==> src/rtl/core/rws_pkg.sv <==
// ----------------------------------------------------------------------------
// rws_pkg
// Shared constants and types for the roulette wheel selector.
// ----------------------------------------------------------------------------
`default_nettype none

package rws_pkg;

    localparam int MAX_SLOTS = 64;
    localparam int MARK_W    = 32;
    localparam int DRAW_W    = 16;
    localparam int SLOT_W    = $clog2(MAX_SLOTS);
    localparam int CNT_W     = $clog2(MAX_SLOTS + 1);
    localparam int CFG_W     = 7;
    localparam int TOTAL_W   = MARK_W + SLOT_W;
    localparam int PROD_W    = TOTAL_W + DRAW_W;

    localparam int IN_DATA_W  = ((SLOT_W + MARK_W + DRAW_W + 7) / 8) * 8;
    localparam int OUT_DATA_W = ((SLOT_W + MARK_W + 7) / 8) * 8;

    localparam logic OP_LOAD   = 1'b0;
    localparam logic OP_SELECT = 1'b1;

    typedef enum logic [6:0] {
        ST_IDLE  = 7'b0000001,
        ST_SUM   = 7'b0000010,
        ST_MUL   = 7'b0000100,
        ST_PNT   = 7'b0001000,
        ST_SCAN  = 7'b0010000,
        ST_FETCH = 7'b0100000,
        ST_DONE  = 7'b1000000
    } t_state;

endpackage

`default_nettype wire

==> src/rtl/core/rws_ram.sv <==
// ----------------------------------------------------------------------------
// rws_ram
// Generic single-write, single-read RAM with a registered read port.
// ----------------------------------------------------------------------------
`default_nettype none

module rws_ram #(
    parameter int WIDTH = 32,
    parameter int DEPTH = 64
) (
    input  wire logic                     i_clk,
    input  wire logic                     i_we,
    input  wire logic [$clog2(DEPTH)-1:0] i_waddr,
    input  wire logic [WIDTH-1:0]         i_wdata,
    input  wire logic [$clog2(DEPTH)-1:0] i_raddr,
    output logic      [WIDTH-1:0]         o_rdata
);

    logic [WIDTH-1:0] mem [DEPTH];

    always_ff @(posedge i_clk) begin
        if (i_we) begin
            mem[i_waddr] <= i_wdata;
        end
        o_rdata <= mem[i_raddr];
    end

endmodule

`default_nettype wire

==> src/rtl/core/roulette_wheel_selector.sv <==
// Load item: accepted while idle, no result. Select item: sums the marks of
// the N slots in use (N at most 64), multiplies by the draw, forms the point,
// scans until a running sum reaches it, else fetches slot 0; both passes share
// the mark RAM's single read port. One item is in work at a time; a finished
// result waits in the output register while the next item is taken. Synchronous
// active-low reset clears all marks (per-slot valid bits), the count to 64, the control.
// ----------------------------------------------------------------------------
// roulette_wheel_selector
// Fitness-proportionate selection over a RAM of stored marks.
// ----------------------------------------------------------------------------
`default_nettype none

module roulette_wheel_selector
    import rws_pkg::*;
(
    input  wire logic                  i_clk,
    input  wire logic                  i_rst_n,
    // config write: candidate_count
    input  wire logic                  i_cfg_valid,
    output logic                       o_cfg_ready,
    input  wire logic [CFG_W-1:0]      i_cfg_data,
    // input items
    input  wire logic                  i_s_tvalid,
    output logic                       o_s_tready,
    input  wire logic [IN_DATA_W-1:0]  i_s_tdata,   // slot, mark, draw, zero pad
    input  wire logic                  i_s_tuser,   // opcode
    // result items
    output logic                       o_m_tvalid,
    input  wire logic                  i_m_tready,
    output logic [OUT_DATA_W-1:0]      o_m_tdata,   // selected_slot, selected_mark, zero pad
    output logic                       o_m_tuser    // fell_through
);

    t_state r_state, n_state;

    logic [CFG_W-1:0]   r_count;
    logic [CNT_W-1:0]   r_eff_cnt, n_eff_cnt;
    logic [MAX_SLOTS-1:0] r_valid;
    logic [DRAW_W-1:0]  r_draw, n_draw;
    logic [CNT_W-1:0]   r_idx, n_idx;
    logic               r_pend, n_pend;
    logic [SLOT_W-1:0]  r_pend_idx, n_pend_idx;
    logic [TOTAL_W-1:0] r_total, n_total;
    logic [PROD_W-1:0]  r_prod, n_prod;
    logic [TOTAL_W-1:0] r_point, n_point;
    logic [TOTAL_W-1:0] r_sum, n_sum;
    logic [SLOT_W-1:0]  r_res_slot, n_res_slot;
    logic [MARK_W-1:0]  r_res_mark, n_res_mark;
    logic               r_res_fell, n_res_fell;
    logic               r_out_vld, n_out_vld;
    logic [SLOT_W-1:0]  r_out_slot, n_out_slot;
    logic [MARK_W-1:0]  r_out_mark, n_out_mark;
    logic               r_out_fell, n_out_fell;

    logic               in_acc;
    logic               in_op;
    logic [SLOT_W-1:0]  in_slot;
    logic [MARK_W-1:0]  in_mark;
    logic [DRAW_W-1:0]  in_draw;
    logic               ram_we;
    logic [SLOT_W-1:0]  ram_raddr;
    logic [MARK_W-1:0]  ram_rdata;
    logic [MARK_W-1:0]  rd_mark;
    logic               issue;
    logic [TOTAL_W-1:0] sum_next;
    logic [PROD_W-1:0]  prod_rnd;

    assign in_op   = i_s_tuser;
    assign in_slot = i_s_tdata[SLOT_W-1:0];
    assign in_mark = i_s_tdata[SLOT_W+MARK_W-1:SLOT_W];
    assign in_draw = i_s_tdata[SLOT_W+MARK_W+DRAW_W-1:SLOT_W+MARK_W];

    assign o_s_tready  = (r_state == ST_IDLE);
    assign o_cfg_ready = 1'b1;
    assign in_acc      = i_s_tvalid && o_s_tready;
    assign ram_we      = in_acc && (in_op == OP_LOAD);

    // slot never written since reset reads as zero
    assign rd_mark  = r_valid[r_pend_idx] ? ram_rdata : '0;
    assign sum_next = r_sum + TOTAL_W'(rd_mark);
    assign issue    = (r_idx < r_eff_cnt);
    assign prod_rnd = r_prod + PROD_W'({DRAW_W{1'b1}});

    assign ram_raddr = (r_state == ST_FETCH) ? '0 : r_idx[SLOT_W-1:0];

    rws_ram #(
        .WIDTH (MARK_W),
        .DEPTH (MAX_SLOTS)
    ) u_mark_ram (
        .i_clk   (i_clk),
        .i_we    (ram_we),
        .i_waddr (in_slot),
        .i_wdata (in_mark),
        .i_raddr (ram_raddr),
        .o_rdata (ram_rdata)
    );

    always_comb begin
        n_state    = r_state;
        n_eff_cnt  = r_eff_cnt;
        n_draw     = r_draw;
        n_idx      = r_idx;
        n_pend     = r_pend;
        n_pend_idx = r_pend_idx;
        n_total    = r_total;
        n_prod     = r_prod;
        n_point    = r_point;
        n_sum      = r_sum;
        n_res_slot = r_res_slot;
        n_res_mark = r_res_mark;
        n_res_fell = r_res_fell;
        n_out_vld  = r_out_vld && !i_m_tready;
        n_out_slot = r_out_slot;
        n_out_mark = r_out_mark;
        n_out_fell = r_out_fell;

        case (r_state)
            ST_IDLE: begin
                if (in_acc && (in_op == OP_SELECT)) begin
                    n_draw    = in_draw;
                    n_eff_cnt = (CNT_W'(r_count) > CNT_W'(MAX_SLOTS)) ?
                                CNT_W'(MAX_SLOTS) : CNT_W'(r_count);
                    n_idx     = '0;
                    n_pend    = 1'b0;
                    n_total   = '0;
                    n_state   = ST_SUM;
                end
            end
            ST_SUM: begin
                if (r_pend) begin
                    n_total = r_total + TOTAL_W'(rd_mark);
                end
                n_pend     = issue;
                n_pend_idx = r_idx[SLOT_W-1:0];
                if (issue) begin
                    n_idx = r_idx + CNT_W'(1);
                end else if (!r_pend) begin
                    n_state = ST_MUL;
                end
            end
            ST_MUL: begin
                n_prod  = PROD_W'(r_total) * PROD_W'(r_draw);
                n_state = ST_PNT;
            end
            ST_PNT: begin
                // ceil(draw * total / 2^DRAW_W)
                n_point = prod_rnd[PROD_W-1:DRAW_W];
                n_idx   = '0;
                n_pend  = 1'b0;
                n_sum   = '0;
                n_state = ST_SCAN;
            end
            ST_SCAN: begin
                if (r_pend && (sum_next >= r_point)) begin
                    n_res_slot = r_pend_idx;
                    n_res_mark = rd_mark;
                    n_res_fell = 1'b0;
                    n_pend     = 1'b0;
                    n_state    = ST_DONE;
                end else begin
                    if (r_pend) begin
                        n_sum = sum_next;
                    end
                    n_pend     = issue;
                    n_pend_idx = r_idx[SLOT_W-1:0];
                    if (issue) begin
                        n_idx = r_idx + CNT_W'(1);
                    end else if (!r_pend) begin
                        n_state = ST_FETCH;
                    end
                end
            end
            ST_FETCH: begin
                // no sum reached the point: report slot 0
                if (!r_pend) begin
                    n_pend     = 1'b1;
                    n_pend_idx = '0;
                end else begin
                    n_res_slot = '0;
                    n_res_mark = rd_mark;
                    n_res_fell = 1'b1;
                    n_pend     = 1'b0;
                    n_state    = ST_DONE;
                end
            end
            ST_DONE: begin
                if (!r_out_vld || i_m_tready) begin
                    n_out_vld  = 1'b1;
                    n_out_slot = r_res_slot;
                    n_out_mark = r_res_mark;
                    n_out_fell = r_res_fell;
                    n_state    = ST_IDLE;
                end
            end
            default: begin
                n_state = ST_IDLE;
            end
        endcase
    end

    always_ff @(posedge i_clk) begin
        if (!i_rst_n) begin
            r_state   <= ST_IDLE;
            r_count   <= CFG_W'(MAX_SLOTS);
            r_valid   <= '0;
            r_pend    <= 1'b0;
            r_out_vld <= 1'b0;
        end else begin
            r_state   <= n_state;
            r_pend    <= n_pend;
            r_out_vld <= n_out_vld;
            if (i_cfg_valid && o_cfg_ready) begin
                r_count <= i_cfg_data;
            end
            if (ram_we) begin
                r_valid[in_slot] <= 1'b1;
            end
        end
    end

    always_ff @(posedge i_clk) begin
        r_eff_cnt  <= n_eff_cnt;
        r_draw     <= n_draw;
        r_idx      <= n_idx;
        r_pend_idx <= n_pend_idx;
        r_total    <= n_total;
        r_prod     <= n_prod;
        r_point    <= n_point;
        r_sum      <= n_sum;
        r_res_slot <= n_res_slot;
        r_res_mark <= n_res_mark;
        r_res_fell <= n_res_fell;
        r_out_slot <= n_out_slot;
        r_out_mark <= n_out_mark;
        r_out_fell <= n_out_fell;
    end

    assign o_m_tvalid = r_out_vld;
    assign o_m_tdata  = OUT_DATA_W'({r_out_mark, r_out_slot});
    assign o_m_tuser  = r_out_fell;

endmodule

`default_nettype wire

==> config.mk <==
export PLATFORM = sky130hd
export DESIGN_NAME = roulette_wheel_selector
export DESIGN_NICKNAME = d
export VERILOG_FILES = /design/src/rtl/core/rws_pkg.sv /design/src/rtl/core/rws_ram.sv /design/src/rtl/core/roulette_wheel_selector.sv
export SDC_FILE = /design/constraint.sdc
export NUM_CORES = 2
export LEC_CHECK = 0
export BUFFER_PORTS_ARGS = -buffer_cell sky130_fd_sc_hd__buf_2
export CORE_MARGIN = 3
export CORE_UTILIZATION = 58
export DETAILED_ROUTE_END_ITERATION = 10
export PLACE_DENSITY = 0.77
export REMOVE_ABC_BUFFERS = 1
export SLEW_MARGIN = 20
export SYNTH_ARGS = -nofsm -noshare
export SYNTH_HDL_FRONTEND = slang
export SYNTH_SLANG_ARGS = --single-unit
==> constraint.sdc <==
create_clock -name i_clk -period 8.1 [get_ports i_clk]
set_clock_uncertainty 0.05 [all_clocks]
set_input_delay 0.81 -clock i_clk [delete_from_list [all_inputs] [get_ports i_clk]]
set_output_delay 0.81 -clock i_clk [all_outputs]
set_load 0.01 [all_outputs]
==> impl_metrics.env <==
export IMPL_syn_area_per_cell_sq_um=12.9
export IMPL_setup_ws_ns=0.381
export IMPL_vias=75904
export IMPL_synth_cell_type_count=86
export IMPL_setup_viol=0
export IMPL_synth_area_leader_cell="edfxtp_1"
export IMPL_overflow=0
export IMPL_fmax_mhz=130
export IMPL_cp_max_fo=26
export IMPL_ys_flop_type="edfxtp_1"
export IMPL_critPathLaunchType="flip-flop"
export IMPL_dpl_hpwl_mm=169
export IMPL_yosysSeqAreaShare_pct=62.4
export IMPL_p_comb_share_pct=34.3
export IMPL_path_clk_slew_ns=0.07
export IMPL_cp_num_buf_inv=5
export IMPL_p_sw_share_pct=33.5
export IMPL_antenna_found_initial=15
export IMPL_numCtsBuffers=229
export IMPL_hold_viol=0
export IMPL_io_pins=113
export IMPL_dp_cells=11268
export IMPL_period_needed_ns=7.72
export IMPL_synthTopCellsByArea="edfxtp_1, fa_1, nand2_1"
export IMPL_rows=163
export IMPL_r2r_start="r_pend_idx[0]$_DFFE_PP_"
export IMPL_critical_path_max_stage_delay_ns=0.65
export IMPL_seq_power_share_pct=37.7
export IMPL_relSlewSlack_pct=16.3
export IMPL_coreArea_sq_um=198000
export IMPL_hold_path_end="r_draw[5]$_DFFE_PP_"
export IMPL_min_from="i_s_tdata[43]"
export IMPL_cts_root_buf="clkbuf_16"
export IMPL_clk_path_buf_depth=3
export IMPL_synth_top_area_share_pct=60.5
export IMPL_synthCells=8949
export IMPL_slowest_stage="mux4_2"
export IMPL_r2r_end="r_pend_idx[2]$_DFFE_PP_"
export IMPL_dieArea_sq_um=205000
export IMPL_synthTopCellsByCount="edfxtp_1, nand2_1, nand3_1, inv_1, o221ai_1"
export IMPL_drc=0
export IMPL_synth_area_sq_um=116000
export IMPL_grt_usage_pct=29.0
export IMPL_drv_slew=0
export IMPL_cp_end_kind="flip-flop"
export IMPL_path_class="flip-flop to flip-flop"
export IMPL_viasPerCell=6.49
export IMPL_worst_pin_slew_ns=1.25
export IMPL_drt_pass1_iter_count=8
export IMPL_wl_mm=300
export IMPL_routedWlPerCell_microns=25.6
export IMPL_grt_max_degree=203
export IMPL_final_util_pct=64.3
export IMPL_yosysMostFrequentCell="edfxtp_1"
export IMPL_hold_path_depth=1
export IMPL_routabilityCongestion=0.891
export IMPL_post_route_cell_area_sq_um=127000
export IMPL_cts_tree="yes"
export IMPL_p_clk_share_pct=28.0
export IMPL_hp_class="input pin to flip-flop"
export IMPL_synth_edf_count=2330
export IMPL_nNetsFinal=9673
export IMPL_dp_slack_ns=0.273
export IMPL_grt_pass1_vias=75989
export IMPL_initial_core_util_pct=58.5
export IMPL_postPlaceCellArea_sq_um=119000
export IMPL_arrival_ns=8.26
export IMPL_die_h_microns=453
export IMPL_async_flop_share_pct=0
export IMPL_peakVddDrop_uv=413
export IMPL_die_x_microns=453
export IMPL_rsz0062_at_grt="false"
export IMPL_grt_pass1_wl_mm=454
export IMPL_cts_sinks=2442
export IMPL_p_switching_mw=13.0
export IMPL_min_period_over_period_pct=95.3
export IMPL_synth_seq_cells=2442
export IMPL_power_mw=38.8
export IMPL_clock_latency_ns=0.89
export IMPL_dr_first_iter_drc_count=9805
export IMPL_final_antenna_net_count=0
export IMPL_r2r_cells=29
export IMPL_layout_cells_non_filler=11703
export IMPL_cts_max_level=4
export IMPL_powerDensity_nw_per_um2=305
export IMPL_cts_hold_buffers=0
export IMPL_maxCapViolCount=0
export IMPL_leakage_nw=44.8
export IMPL_yosysWarnings=0
export IMPL_rrSetupSlack_ns=0.38
export IMPL_status="complete, no violations"
export IMPL_portBuffers=107
export IMPL_drive_above_1_share_pct=8.29
export IMPL_syn_to_final_growth_pct=9.89
export IMPL_path_delay_family="compound AO/OA/AOI/OAI gates"
export IMPL_p_int_mw=25.8
export IMPL_crit_required_ns=8.64
metal layers:
layer / up-vias / global-route usage [%] / part of all wire [%]
li1: 32514 / - / -
met1: 37720 / 38.6 / 36
met2: 4808 / 47.2 / 48
met3: 854 / 5.23 / 11
met4: 8 / 12.3 / 4.6
met5: - / 0 / 0.020
logic make-up (layout without fill, tap and decap cells):
family          count (synthesis)  in the layout  synth area share, %
flops                        2442           2442                 62.4
compound gates               1473           1473                 9.28
fa+ha+maj                     739            739                 11.3
other cells                     2             10              0.00649
xor+xnor                      159            159                 1.20
buf+inv                      1136           1242                 3.80
simple gates                 2969           2969                 11.5
mux                            29             29                0.478
per-stage QoR:
stage / hold slack [ns] / setup TNS [ns]
finish: 0.110 / 0
detailed placement: 0.355 / 0
global route: 0.0726 / 0
floorplan: 0.350 / -906.33
CTS: 0.0505 / 0
global placement: 0.354 / 0
sequential cells by signal, summed over array words and instances, names as in the netlist, 7 cells and up:
signal / cells
r_prod: 54
r_draw: 16
r_out_mark: 32
r_res_mark: 32
r_point: 38
r_idx: 7
r_valid: 64
r_eff_cnt: 7
r_state: 7
u_mark_ram.o_rdata: 32
r_total: 38
u_mark_ram.mem: 2048
r_sum: 38
r_count: 7
cells in the final DEF, fill, tap and decap left out, types with 69 or more instances in the layout:
cell type     n
edfxtp_1   2330
nand2_1    1548
nand3_1     752
inv_1       538
o221ai_1    516
fa_1        504
a21oi_1     360
and2_1      251
ha_1        235
clkbuf_16   229
buf_4       154
a311oi_1    130
dfxtp_1     112
nor2_1      109
buf_2        94
and3_1       91
xnor2_1      90
o21ai_0      84
a31oi_1      79
o21a_1       76
a21o_1       72
xor2_1       69
what timing repair did:
action / CTS / global route
endpoints found under the setup margin: 0 / 37
setup buffers: 0 / 2
resized for setup: 0 / 1
layout make-up:
cell class | instances | area, sq um
diodes | 7 | 17.5
clock buffers | 273 | 5990
clock inverters | 149 | 1680
fillers | 13702 | 70700
inverters | 543 | 2080
multi-input cells | 5372 | 39600
flip-flops and latches | 2442 | 72200
well taps | 2640 | 3300
repair buffers | 277 | 2200
power by group through the flow:
stage / Clock, mW / Combinational (mW) / Sequential, mW
finish: 10.8 / 13.3 / 14.6
CTS: 10.9 / 13.2 / 14.6
global placement: 0 / 12.6 / 14.9
detailed placement: 0 / 12.8 / 14.9
global route: 11.4 / 14.8 / 14.6
floorplan: 0 / 9.74 / 14.8
how the worst max path moves through the flow:
stage	depth (start not counted)	from	to	slack (ns)
final	29	r_pend_idx[0]$_DFFE_PP_	r_pend_idx[2]$_DFFE_PP_	0.38
after global routing	29	r_pend_idx[0]$_DFFE_PP_	r_pend_idx[4]$_DFFE_PP_	0.08
after CTS	30	r_pend_idx[0]$_DFFE_PP_	r_pend$_SDFFE_PN0P_	0.19
after detailed placement	30	r_pend_idx[0]$_DFFE_PP_	r_pend$_SDFFE_PN0P_	0.27
after global placement	29	r_pend_idx[0]$_DFFE_PP_	r_pend$_SDFFE_PN0P_	0.14
after floorplan	11	r_state[1]$_SDFFE_PN0P_	u_mark_ram.o_rdata[0]$_DFF_P_	-25.96
(Power assumes the default switching activity.)
